### config.mk
export PLATFORM = sky130hd
export DESIGN_NAME = pida_cell
export DESIGN_NICKNAME = d
export VERILOG_FILES = /design/src/pida_pkg.sv /design/src/pida_cell.sv
export SDC_FILE = /design/constraint.sdc
export NUM_CORES = 1
export LEC_CHECK = 0
export ABC_AREA = 0
export BUFFER_PORTS_ARGS = -buffer_cell sky130_fd_sc_hd__buf_2
export CORE_AREA = 2 2 70 72
export DETAILED_ROUTE_END_ITERATION = 8
export DIE_AREA = 0 0 72 74
export GPL_ROUTABILITY_DRIVEN = 0
export PLACE_DENSITY_LB_ADDON = 0.1
export SETUP_SLACK_MARGIN = 0.1
export SYNTH_ARGS = -nofsm -noshare
export SYNTH_HDL_FRONTEND = slang
export SYNTH_SLANG_ARGS = --single-unit
### constraint.sdc
create_clock -name clk -period 4.2 [get_ports clk]
set_clock_uncertainty 0.2 [all_clocks]
set_input_delay 0.21 -clock clk [delete_from_list [all_inputs] [get_ports clk]]
set_output_delay 0.21 -clock clk [all_outputs]
set_load 0.02 [all_outputs]
### src/pida_pkg.sv
// Shared types and constants for the positional insert/delete array.
// No dependencies; used by every module of the block.
`default_nettype none

package pida_pkg;

  localparam int CAPACITY     = 64;
  localparam int ELEMENT_BITS = 32;
  localparam int IDX_BITS     = $clog2(CAPACITY);
  localparam int CNT_BITS     = 7;
  localparam int POS_BITS     = 7;
  localparam int VALUE_BITS   = 32;
  localparam int CMD_BITS     = 3;
  localparam int STATUS_BITS  = 2;

  typedef enum logic [CMD_BITS-1:0] {
    CMD_READ    = 3'd0,
    CMD_REPLACE = 3'd1,
    CMD_INSERT  = 3'd2,
    CMD_APPEND  = 3'd3,
    CMD_DELETE  = 3'd4
  } cmd_t;

  typedef enum logic [STATUS_BITS-1:0] {
    ST_OK    = 2'd0,
    ST_RANGE = 2'd1,
    ST_FULL  = 2'd2
  } status_t;

  typedef enum logic [1:0] {
    CELL_HOLD   = 2'd0,
    CELL_WRITE  = 2'd1,
    CELL_INSERT = 2'd2,
    CELL_DELETE = 2'd3
  } cell_op_t;

  typedef struct packed {
    cell_op_t                op;
    logic [IDX_BITS-1:0]     tgt;
    logic [ELEMENT_BITS-1:0] data;
  } cell_cmd_t;

endpackage

`default_nettype wire

### src/pida_cell.sv
// One storage cell of the element chain: holds one element and takes
// a new value from the broadcast command or from either neighbour.
// Depends on pida_pkg.
`default_nettype none

module pida_cell (
  input  wire logic                                clk,
  input  wire logic [pida_pkg::IDX_BITS-1:0]       idx,
  input  wire pida_pkg::cell_cmd_t                 cmd,
  input  wire logic [pida_pkg::ELEMENT_BITS-1:0]   left_data,
  input  wire logic [pida_pkg::ELEMENT_BITS-1:0]   right_data,
  output logic      [pida_pkg::ELEMENT_BITS-1:0]   data
);

  logic [pida_pkg::ELEMENT_BITS-1:0] data_r;
  logic [pida_pkg::ELEMENT_BITS-1:0] data_nxt;

  always_comb begin
    data_nxt = data_r;
    unique case (cmd.op)
      pida_pkg::CELL_WRITE: begin
        if (idx == cmd.tgt) data_nxt = cmd.data;
      end
      pida_pkg::CELL_INSERT: begin
        if (idx == cmd.tgt) data_nxt = cmd.data;
        else if (idx > cmd.tgt) data_nxt = left_data;
      end
      pida_pkg::CELL_DELETE: begin
        if (idx >= cmd.tgt) data_nxt = right_data;
      end
      default: data_nxt = data_r;
    endcase
  end

  always_ff @(posedge clk) begin
    data_r <= data_nxt;
  end

  assign data = data_r;

endmodule

`default_nettype wire

# Yosys cells after proc, flatten, opt, wreduce, memory -nomap -nowiden
# Index checks and enable logic that the tools add are counted.
[word_totals]
ff_bits = 32
[classes]
n_lt_le_gt_ge = 2
n_eq_ne = 7
n_mux = 5
n_reduce_logical = 2
[op_table]
columns = ["op", "count"]
rows = [
  ["2-to-1 mux 32 bit", 4],
  ["case mux 32 bit (3 select lines)", 1],
  ["equality test 6 bit", 1],
  ["greater-or-equal comparator 6 bit", 1],
  ["greater-than comparator 6 bit", 1],
  ["equality test 2 bit (second input constant)", 2],
  ["!= test 2 bit (second input constant)", 2],
  ["AND reduction 4 bit", 1],
  ["!= test 3 bit (second input constant)", 1],
  ["nonzero test 3 bit", 1],
  ["equality test 2 x 1 -> 1 bit (second input constant)", 1],
]

# Logic depth before layout (Yosys ltp)
[logic_depth]
word_depth = 4
mapped_depth = 7
ltp_nobuf = 6

# Worst setup path before layout
# OpenSTA, ideal clock, no wires.
[synth_timing]
path_type = "input to register"
start = "input cmd[36] in the netlist's numbering"
end = "register data_r (netlist bit data[0]), enable pin"
arrival_time_ns = 1.875
required_time_ns = 3.609
path_slack_ns = 1.733
stages = 6
path_buffers = 0
path_cell_list = "inv_1 ha_1 and4_4 nand3_2 o22ai_1 a31o_1"
[synth_between]
elab_chain_len = 3
word_cells_on_any_way = 7
[synth_lines]
columns = ["item", "line_no", "rtl"]
rows = [
  ["from (decl)", "pida_cell.sv:9", "input wire pida_pkg::cell_cmd_t cmd,"],
  ["greater-than comparator 6 bit (tied with other cells)", "pida_cell.sv:26", "else if (idx > cmd.tgt) data_nxt = left_data;"],
  ["!= test 3 bit (no line) / != test 2 bit (equally long branches)", "--", ""],
  ["AND reduction 4 bit (no line) (*)", "--", ""],
  ["to (signal assigned)", "pida_cell.sv:36", "data_r <= data_nxt;"],
  ["to (decl)", "pida_cell.sv:15", "logic [pida_pkg::ELEMENT_BITS-1:0] data_r;"],
]
# Mark *: on every way between the ends. The rest lies on a longest branch, timed or not.
# A chain may end at the register's enable or synchronous reset.

# Final worst setup path
[layout_timing]
start = "input cmd[36] in the netlist's numbering"
end = "register data_r (netlist bit data[22]), enable pin"
# The elaborated chain is that of the path after synthesis.

==> reports/qor.txt <==
internal power -> 0.684 mW
gr usage total -> 19.8%
Reg clk slew, reported paths -> 60 ps
Cell Area, Synth -> 1940 sq um
Port Buf Inserts -> 142
fmax -> 0.433 GHz
Synth Flop Type -> edfxtp_1
Post-synth EDFFs -> 32
Die Span X -> 72 um
NetSw -> 0.269 mW
most frequent cells in the layout -> buf_2, o22ai_1, edfxtp_1
Syn. warnings -> 0
CTS resizes -> 0
Seq/Total Area, Yosys -> 49.5%
final worst-path cycle share -> 55.0%
XOR/XNOR share of the synthesized area -> 0%
Starting Density -> 42.2%
largest cells by area after synthesis -> edfxtp_1, o22ai_1, o22ai_2, a21oi_1, a21oi_2
vias in the first global route -> 1799
antenna-violating nets left -> 0
syn avg cell area -> 11.4 sq um
fin. max-slew vios -> 0
#FFs+latches synth -> 32
CTS tree -> done
iteration count of the initial detailed-routing pass -> 4
Hold WC Path Type -> primary input to flip-flop
count of different cell masters after synthesis -> 21
grt ovf -> 0
DPL Wire Length -> 3.95 mm
die height -> 74 um
power density cells -> 350 nW/um^2
CP Data Arrival Time -> 2070 ps
clk root buf -> clkbuf_8
share of cells above drive strength 1 -> 57.0%
CP Launch Type -> primary input
CP endpoint kind -> flip-flop
WP buf/inv -> 3
largest family of logic cells by synthesized area -> compound AO/OA/AOI/OAI gates
Post-Synth Adder-Cell Area -> 3.87%
number of flip-flops in the largest register -> 32
cell taking the most area after synthesis -> edfxtp_1
total power -> 0.953 mW
Syn Inst Count -> 170
Tmin final -> 2310 ps
DRC -> 0
syn_nets -> 287
Top Ports -> 143
critical path depth -> 8
Wirelength per Cell -> 15.1 um
cell family with most CP delay -> compound AO/OA/AOI/OAI gates
simple-gate share of the synthesized area -> 2.06%
compound-gate portion of the synthesized area -> 36.6%
Hold Crit Depth -> 3
Worst Tran Pin Value -> 1110 ps
max-cap violation count -> 0
area of the die -> 5330 sq um
part of the power in registers -> 43.4%
CP Cell Sequence -> buf_2 > inv_1 > ha_1 > and4_4 > nand3_2 > o22ai_1 > a31o_1 > buf_4
vias post-DR -> 1947
placed inst area -> 2620 sq um
RSZ-0062 raised after global routing -> no
Antenna Cells -> 0
Final Hold Vio Count -> 0
Post-Layout Inst Area -> 2730 sq um
Setup Crit Path Kind -> primary input to flip-flop
area grow syn2layout -> 40.5%
logic gate share of total power -> 27.0%
htree depth -> 2
CP Max Fanout -> 17
Hold-fix buffers, CTS -> 0
Core ar. -> 4600 sq um
total CTS buffers -> 5
mux contribution to synthesized area -> 0%
row count -> 25
max incr delay on CP -> 600 ps
Sw Ratio -> 28.2%
post-synth top area share -> 49.5%
Clk pwr share -> 29.6%
CTS Sinks -> 32
final wirelength -> 5.44 mm
CTS Buffer Depth -> 2
Setup TNS -> 0 ps
Final setup violation count -> 0
worst vdd ir -> 0.000206 V
Max-Slew Margin vs Limit -> 25.7%
postcts setup bufs -> 0
first-pass GRT wire length -> 8.14 mm
most common cell after layout, fill and taps aside -> buf_2
Async SR Flop Fraction -> 0%
critical path's slowest cell -> a31o_1
initial antenna violation count -> 0
drt first-iter violations -> 137
Pleak -> 1.21 nW
Core Util, Final -> 59.3%
# nets final -> 423
Worst EP required -> 3960 ps
largest net degree at the start of global routing -> 37
status -> finished clean
Avg Vias per Cell -> 5.39
==> synth_stat cells, types with 2 or more instances <==
cell      count
o22ai_1      55
edfxtp_1     32
a21oi_1      23
a21oi_2      10
o22ai_2      10
clkbuf_1      9
inv_1         8
ha_1          6
buf_6         3
buf_8         2
nand2_1       2
==> area by class of cell <==
class | instances | area, sq um
clock buffer | 6 | 72.6
clock inverter | 2 | 35.0
fill | 421 | 1870
inverter | 8 | 30.0
multi-input combinational | 114 | 826
sequential | 32 | 961
tap | 54 | 67.6
timing repair buffer | 145 | 733
==> through the flow <==
stage | hold slack [ps] | instances | setup slack, ps
floorplan | 261 | 170 | 1730
global placement | 358 | 353 | 1620
CTS | 73.7 | 361 | 1850
detailed placement | 361 | 353 | 1560
global route | 87.9 | 361 | 1750
finish | 81.8 | 361 | 1890
==> final timing paths <==
check                  to           start  slack [ps]
min    data[29]$_DFFE_PP_  right_data[29]          80
max    data[22]$_DFFE_PP_         cmd[36]        1890
==> power groups by stage <==
stage,Sequential [mW],Combinational [mW],Clock [mW]
5_1_grt,0.417,0.280,0.298
3_3_place_gp,0.420,0.258,0
6_report,0.414,0.258,0.282
2_1_floorplan,0.476,0.0965,0
4_1_cts,0.414,0.261,0.288
3_5_place_dp,0.421,0.260,0
==> metal layers <==
layer | up-vias | part of all wire, % | track usage (%)
met4 | 0 | 0.75 | 4.40
li1 | 985 | - | -
met1 | 870 | 41 | 24.3
met5 | - | 0 | 0
met3 | 4 | 8.9 | 5.15
met2 | 88 | 50 | 35.2
==> cell families after synthesis <==
family | after synthesis
AO/OA/AOI/OAI | 102
adder cells (fa/ha/maj) | 6
buffers and inverters | 24
flip-flops | 32
AND/OR/NAND/NOR | 6
==> worst min-delay path: stages <==
cell	delay, ps
buf_2	80
o22ai_1	60
a21oi_2	90
Power figures use the tool's default switching activity.
