===== src/pida_pkg.sv =====
// Shared types and constants for the positional insert/delete array.
// No dependencies; used by every module of the block.
`default_nettype none

package pida_pkg;

  localparam int CAPACITY     = 64;
  localparam int ELEMENT_BITS = 32;
  localparam int IDX_BITS     = $clog2(CAPACITY);
  localparam int CNT_BITS     = 7;
  localparam int POS_BITS     = 7;
  localparam int VALUE_BITS   = 32;
  localparam int CMD_BITS     = 3;
  localparam int STATUS_BITS  = 2;

  typedef enum logic [CMD_BITS-1:0] {
    CMD_READ    = 3'd0,
    CMD_REPLACE = 3'd1,
    CMD_INSERT  = 3'd2,
    CMD_APPEND  = 3'd3,
    CMD_DELETE  = 3'd4
  } cmd_t;

  typedef enum logic [STATUS_BITS-1:0] {
    ST_OK    = 2'd0,
    ST_RANGE = 2'd1,
    ST_FULL  = 2'd2
  } status_t;

  typedef enum logic [1:0] {
    CELL_HOLD   = 2'd0,
    CELL_WRITE  = 2'd1,
    CELL_INSERT = 2'd2,
    CELL_DELETE = 2'd3
  } cell_op_t;

  typedef struct packed {
    cell_op_t                op;
    logic [IDX_BITS-1:0]     tgt;
    logic [ELEMENT_BITS-1:0] data;
  } cell_cmd_t;

endpackage

`default_nettype wire


===== src/pida_ctrl.sv =====
// Command decode, range and full checks, element count and result
// length/status registers. Depends on pida_pkg.
`default_nettype none

module pida_ctrl (
  input  wire logic                                clk,
  input  wire logic                                rst_n,
  input  wire logic                                accept,
  input  wire logic [pida_pkg::CMD_BITS-1:0]       command,
  input  wire logic [pida_pkg::POS_BITS-1:0]       position,
  input  wire logic [pida_pkg::VALUE_BITS-1:0]     value,
  output pida_pkg::cell_cmd_t                      cell_cmd,
  output logic                                     read_ok,
  output logic                                     res_valid,
  output logic      [pida_pkg::CNT_BITS-1:0]       res_length,
  output logic      [pida_pkg::STATUS_BITS-1:0]    res_status
);

  localparam logic [pida_pkg::CNT_BITS-1:0] CAP = pida_pkg::CNT_BITS'(pida_pkg::CAPACITY);

  logic [pida_pkg::CNT_BITS-1:0]    count_r, count_nxt;
  logic                             valid_r;
  logic [pida_pkg::STATUS_BITS-1:0] status_r;
  logic [pida_pkg::CNT_BITS-1:0]    length_r;
  pida_pkg::status_t                status;
  logic                             in_range;
  logic                             full;
  logic [pida_pkg::CNT_BITS-1:0]    pos_w;

  assign pos_w    = pida_pkg::CNT_BITS'(position);
  assign in_range = (pos_w < count_r);
  assign full     = (count_r >= CAP);

  always_comb begin
    count_nxt     = count_r;
    status        = pida_pkg::ST_OK;
    read_ok       = 1'b0;
    cell_cmd.op   = pida_pkg::CELL_HOLD;
    cell_cmd.tgt  = position[pida_pkg::IDX_BITS-1:0];
    cell_cmd.data = pida_pkg::ELEMENT_BITS'(value);
    unique case (command)
      pida_pkg::CMD_READ: begin
        if (in_range) read_ok = 1'b1;
        else status = pida_pkg::ST_RANGE;
      end
      pida_pkg::CMD_REPLACE: begin
        if (in_range) cell_cmd.op = pida_pkg::CELL_WRITE;
        else status = pida_pkg::ST_RANGE;
      end
      pida_pkg::CMD_INSERT: begin
        if (pos_w > count_r) begin
          status = pida_pkg::ST_RANGE;
        end else if (full) begin
          status = pida_pkg::ST_FULL;
        end else begin
          cell_cmd.op = pida_pkg::CELL_INSERT;
          count_nxt   = count_r + 1'b1;
        end
      end
      pida_pkg::CMD_APPEND: begin
        cell_cmd.tgt = count_r[pida_pkg::IDX_BITS-1:0];
        if (full) begin
          status = pida_pkg::ST_FULL;
        end else begin
          cell_cmd.op = pida_pkg::CELL_WRITE;
          count_nxt   = count_r + 1'b1;
        end
      end
      pida_pkg::CMD_DELETE: begin
        if (in_range) begin
          cell_cmd.op = pida_pkg::CELL_DELETE;
          count_nxt   = count_r - 1'b1;
        end else begin
          status = pida_pkg::ST_RANGE;
        end
      end
      default: status = pida_pkg::ST_OK;
    endcase
    if (!accept) begin
      cell_cmd.op = pida_pkg::CELL_HOLD;
      count_nxt   = count_r;
      read_ok     = 1'b0;
    end
  end

  always_ff @(posedge clk) begin
    if (!rst_n) begin
      count_r <= '0;
      valid_r <= 1'b0;
    end else begin
      count_r <= count_nxt;
      valid_r <= accept;
    end
  end

  always_ff @(posedge clk) begin
    if (accept) begin
      length_r <= count_nxt;
      status_r <= status;
    end
  end

  assign res_valid  = valid_r;
  assign res_length = length_r;
  assign res_status = status_r;

endmodule

`default_nettype wire


===== config.mk =====
export PLATFORM = sky130hd
export DESIGN_NAME = pida_ctrl
export DESIGN_NICKNAME = d
export VERILOG_FILES = /design/src/pida_pkg.sv /design/src/pida_ctrl.sv
export SDC_FILE = /design/constraint.sdc
export NUM_CORES = 1
export LEC_CHECK = 0
export BUFFER_PORTS_ARGS = -buffer_cell sky130_fd_sc_hd__buf_2
export CORE_MARGIN = 2
export CORE_UTILIZATION = 39
export CTS_CLUSTER_SIZE = 25
export DETAILED_ROUTE_END_ITERATION = 7
export GPL_TIMING_DRIVEN = 0
export PLACE_DENSITY = 0.83
export SLEW_MARGIN = 20
export SYNTH_ARGS = -nofsm -noshare
export SYNTH_HDL_FRONTEND = slang
export SYNTH_SLANG_ARGS = --single-unit

===== constraint.sdc =====
create_clock -name clk -period 2.4 [get_ports clk]
set_input_delay 0.36 -clock clk [delete_from_list [all_inputs] [get_ports clk]]
set_output_delay 0.36 -clock clk [all_outputs]
set_load 0.02 [all_outputs]

---- Word-level counts from Yosys, hierarchy flattened ----
Index checks and enable logic that the tools add are counted.
storage, ports and cells
  flip-flop bits (word level) ............. 17
  input bits .............................. 45
  output and inout port bits .............. 51
  logic and storage cells ................. 35
operators by class
  add/sub/neg operators ................... 2
  magnitude comparators ................... 3
  equality and inequality tests ........... 4
  multiplexer cells ....................... 20
  reduce and logical (&&, ||, !) cells .... 2
operator list
  operator             count
  $mux 7               4
  $pmux 7 s3           1
  $mux 2               6
  $pmux 2 s4           1
  $add 7x1->7 const B  1
  $ge 7x7->1 const B   1
  $gt 7x7->1           1
  $lt 7x7->1           1
  $sub 7x1->7 const B  1
  $eq 3x2->1 const B   2
  $mux 1               6
  $mux 6               1
  $pmux 2 s3           1
  $eq 3x1->1 const B   1
  $eq 3x3->1 const B   1
  $logic_not 3->1      1
  $reduce_or 3->1      1

---- Logic depth before layout (Yosys ltp) ----
  word-level depth ........................ 5
  gate-level depth with buffers ........... 9
  depth with buffers taken out ............ 7

---- Worst setup path after synthesis ----
OpenSTA, ideal clock, no wires.
  kind .................................... flip-flop to output port
  start point ............................. reg count_r[6] (netlist bit)
  end point ............................... out cell_cmd[38] (netlist bit)
  arrival ................................. 2265 ps
  data required time ...................... 2040 ps
  path slack .............................. -225 ps
  stages on the path, launching flop included .. 9
  path buffers ............................ 1
  path through ............................ dfxtp_1 clkbuf_1 inv_1 ha_1 a21oi_1 o21a_1 nand2_1 or3_1 a21boi_0
RTL lines
  item                    line             text
  from (decl)             pida_ctrl.sv:21  logic [pida_pkg::CNT_BITS-1:0] count_r, count_nxt;
  from (signal assigned)  pida_ctrl.sv:91  count_r <= count_nxt;
  to (decl)               pida_ctrl.sv:12  output pida_pkg::cell_cmd_t cell_cmd,

==> metrics.yaml <==
clock_network:
  ctsHtreeMaxLevel: 1
  clk_path_buf_depth: 2
  cts.sinks: 17
  cts_root_buf: "clkbuf_8"
  hold_buffers: 0
  clk_latency_ns: 0.26
  cts_buffers: 3
  clkTransAtPathRegs_ns: 0.07
  cts_tree: "yes"
floorplan:
  dieArea_mm2: 0.00460
  coreArea_mm2: 0.00397
  die_w_um: 67.9
  ios: 96
  rows: 23
  die-height_um: 67.9
  initial_utilization_pct: 40.0
global_route:
  grt_antenna_before_repair: 0
  grt_use_met1_pct: 21.2
  grt_util_met2_pct: 32.4
  overflow: 0
  first_global_vias: 1469
  grt_pass1_wl_mm: 6.12
  grt.busiest_layer: "met2"
  grt_max_degree: 12
  grt_util_all_layers_pct: 17.4
  grt_use_met3_pct: 2.30
synth:
  synth_area_mm2: 0.00159
  syn-num-nets: 245
  synth.avg_cell_area_um2: 8.33
  synth_cell_types: 47
  ys_ff_latch: 17
  yosysWarnings: 0
  syn_inst: 191
  ys_seq_area_share_pct: 27.1
detailed_routing:
  drc: 0
  ant_nets: 0
  first_iter_violations: 72
  wirelength_mm: 4.12
  vias: 1640
  wl_per_cell_um: 13.0
  first_pass_iters: 4
  viasPerCell: 5.17
sta:
  fmax_mhz: 423
  finalCritPeriodShare_pct: 98.5
  finalClockSkew_ns: 0.00305
  hold_ws_ns: 0.335
  slew_violations: 0
  finalSetupViolCount: 0
  finalHoldViolCount: 0
  worst_pin_slew_ns: 0.521
  min_period_ns: 2.36
  max-slew-margin-rel_pct: 64.9
  rsz0062_at_grt: "true"
final_layout:
  antennaDiodeCount: 0
  final_util_pct: 56.0
  drive_gt1_share_pct: 53.6
  area_delta_synth_final_pct: 39.9
  fin_nets: 322
power_and_ir_drop:
  power_leakage_uw: 0.00103
  powerDensity_mw_per_mm2: 397
  vdd_drop_max_v: 0.000186
critical_path:
  ff2ff_path_depth: 10
  crit_fanout: 4
  startpoint_type: "flop"
  r2r_end: "count_r[2]"
  cp.arrival_ns: 2.00
  critPathCapture: "cell_cmd[38]"
  crit_path_start: "count_r[4]"
  r2r_slack_ns: 0.16
  worst-endpoint-required_ns: 2.04
  path_class: "reg -> out"
  critPathCaptureType: "primary output"
  r2r-start: "count_r[6]"
placed_design:
  dp_hpwl_mm: 3.03
  port_buffers: 62
  globalplace.congestion: 0.904
run:
  max_cap_violations: 0
hold_path:
  hold_path_class: "in -> reg"
  hold_depth: 2
status:
  status: "completed"
[per-layer routing]
layer	vias to the layer above	wire (µm)	part of all wire, %
met2	86	2070	50
met3	4	303	7.3
li1	820	-	-
met4	0	42	1.0
met1	730	1700	41
met5	-	0	0
[layout by cell type (no fill, tap or decap), types with 4 or more instances in the layout]
cell type / Yosys / final
buf_4: 32 / 44
inv_1: 12 / 8
ha_4: 0 / 5
a21oi_1: 11 / 8
edfxtp_1: 9 / 9
o21ai_0: 16 / 15
nand2_1: 20 / 18
dfxtp_4: 0 / 4
nand3_1: 9 / 9
buf_2: 3 / 64
ha_1: 9 / 4
o211ai_1: 4 / 4
nor2_1: 6 / 5
[per-stage QoR]
step | total power [µW] | setup slack [ns] | std cells | instance area [µm²] | setup TNS (ns)
after CTS | 869 | -0.0275 | 309 | 2120 | -0.0275
after global routing | 925 | -0.0465 | 317 | 2220 | -0.0465
after global placement | 621 | -0.262 | 303 | 1960 | -1.20
final | 883 | 0.0358 | 317 | 2220 | 0
after floorplan | 542 | -0.0798 | 191 | 1590 | -0.229
after detailed placement | 625 | -0.316 | 303 | 1960 | -1.51
[cell families (layout without fill, tap and decap cells)]
family                     Yosys count  in the layout  synth area share, %
xor gates and xnor gates             2              2                 1.10
buffers and inverters               50            126                 20.1
DFF                                 17             17                 27.1
adders and majority gates            9              9                 7.08
and+or+nand+nor                     58             58                 20.9
AOI/OAI and AO/OA                   55             55                 23.8
[synthesized netlist by cell type, drive strengths merged]
cell      n  area share (%)
a311oi    1            0.55
o211ai    4             1.9
o221a     1            0.71
inv      12             2.8
nor3      1            0.31
nor2      6             1.4
a21boi    1            0.47
nand3b    1            0.47
or3b      1            0.55
o311ai    1            0.55
a211o     1            0.55
nor4      1            0.39
and3      3             1.2
o2111ai   2             2.2
a32oi     1            0.55
edfxtp    9              17
o31ai     3             1.4
o21ai    16             5.0
a31oi     3             1.2
o21a      2            0.94
and2b     1            0.47
nand4     1            0.39
a2bb2oi   1            0.55
nand2b    1            0.39
xnor2     2             1.1
and4      2             1.1
nor2b     1            0.39
a21oi    12             4.0
and2      2            0.79
o22ai     2            0.79
ha        9             7.1
clkbuf    2            0.47
or3       5             2.6
a21o      1            0.47
a2111oi   1            0.94
dfxtp     8              10
buf      36              17
nand2    20             4.7
and3b     1            0.55
nand3     9             2.8
nor3b     2             2.4
a211oi    2            0.94
[flip-flops by register name (all words and copies together) (netlist names)]
register    cells
res_status      2
res_length      7
res_valid       1
count_r         7
[report_power, final]
part           switching (µW)  internal, µW  leakage [µW]
clock network             105           115     0.0000255
registers                7.12           319      0.000161
logic                     190           146      0.000838
[final cells by class]
type / instances / area [µm²]
inverter: 12 / 47.5
sequential: 17 / 447
multi-input combinational: 124 / 956
fill: 363 / 1750
clock inverter: 1 / 5.00
timing repair buffer: 73 / 395
buffer: 37 / 270
clock buffer: 3 / 41.3
tap: 50 / 62.6
[worst min path at each step]
stage / from / endpoint / slack [ns]
after floorplan: accept / res_length[0] / 0.47
after global placement: count_r[2] / count_r[2] / 0.55
after detailed placement: count_r[2] / count_r[2] / 0.56
after CTS: rst_n / res_valid / 0.34
after global routing: rst_n / res_valid / 0.36
final: rst_n / res_valid / 0.34
[repair_timing]
item                       4_1_cts  5_1_grt
setup endpoints to repair       11        4
gates resized for setup         20       12
pin swaps                        6        9
setup buffers                    3        8
[worst max-delay path: stages, from the launching register on]
cell,delay [ns]
dfxtp_4,0.38
inv_4,0.05
ha_4,0.23
a21oi_4,0.20
o21a_1,0.19
nand2_2,0.07
or3_1,0.31
a21boi_1,0.15
buf_4,0.16
Power figures use the tool's default switching activity.
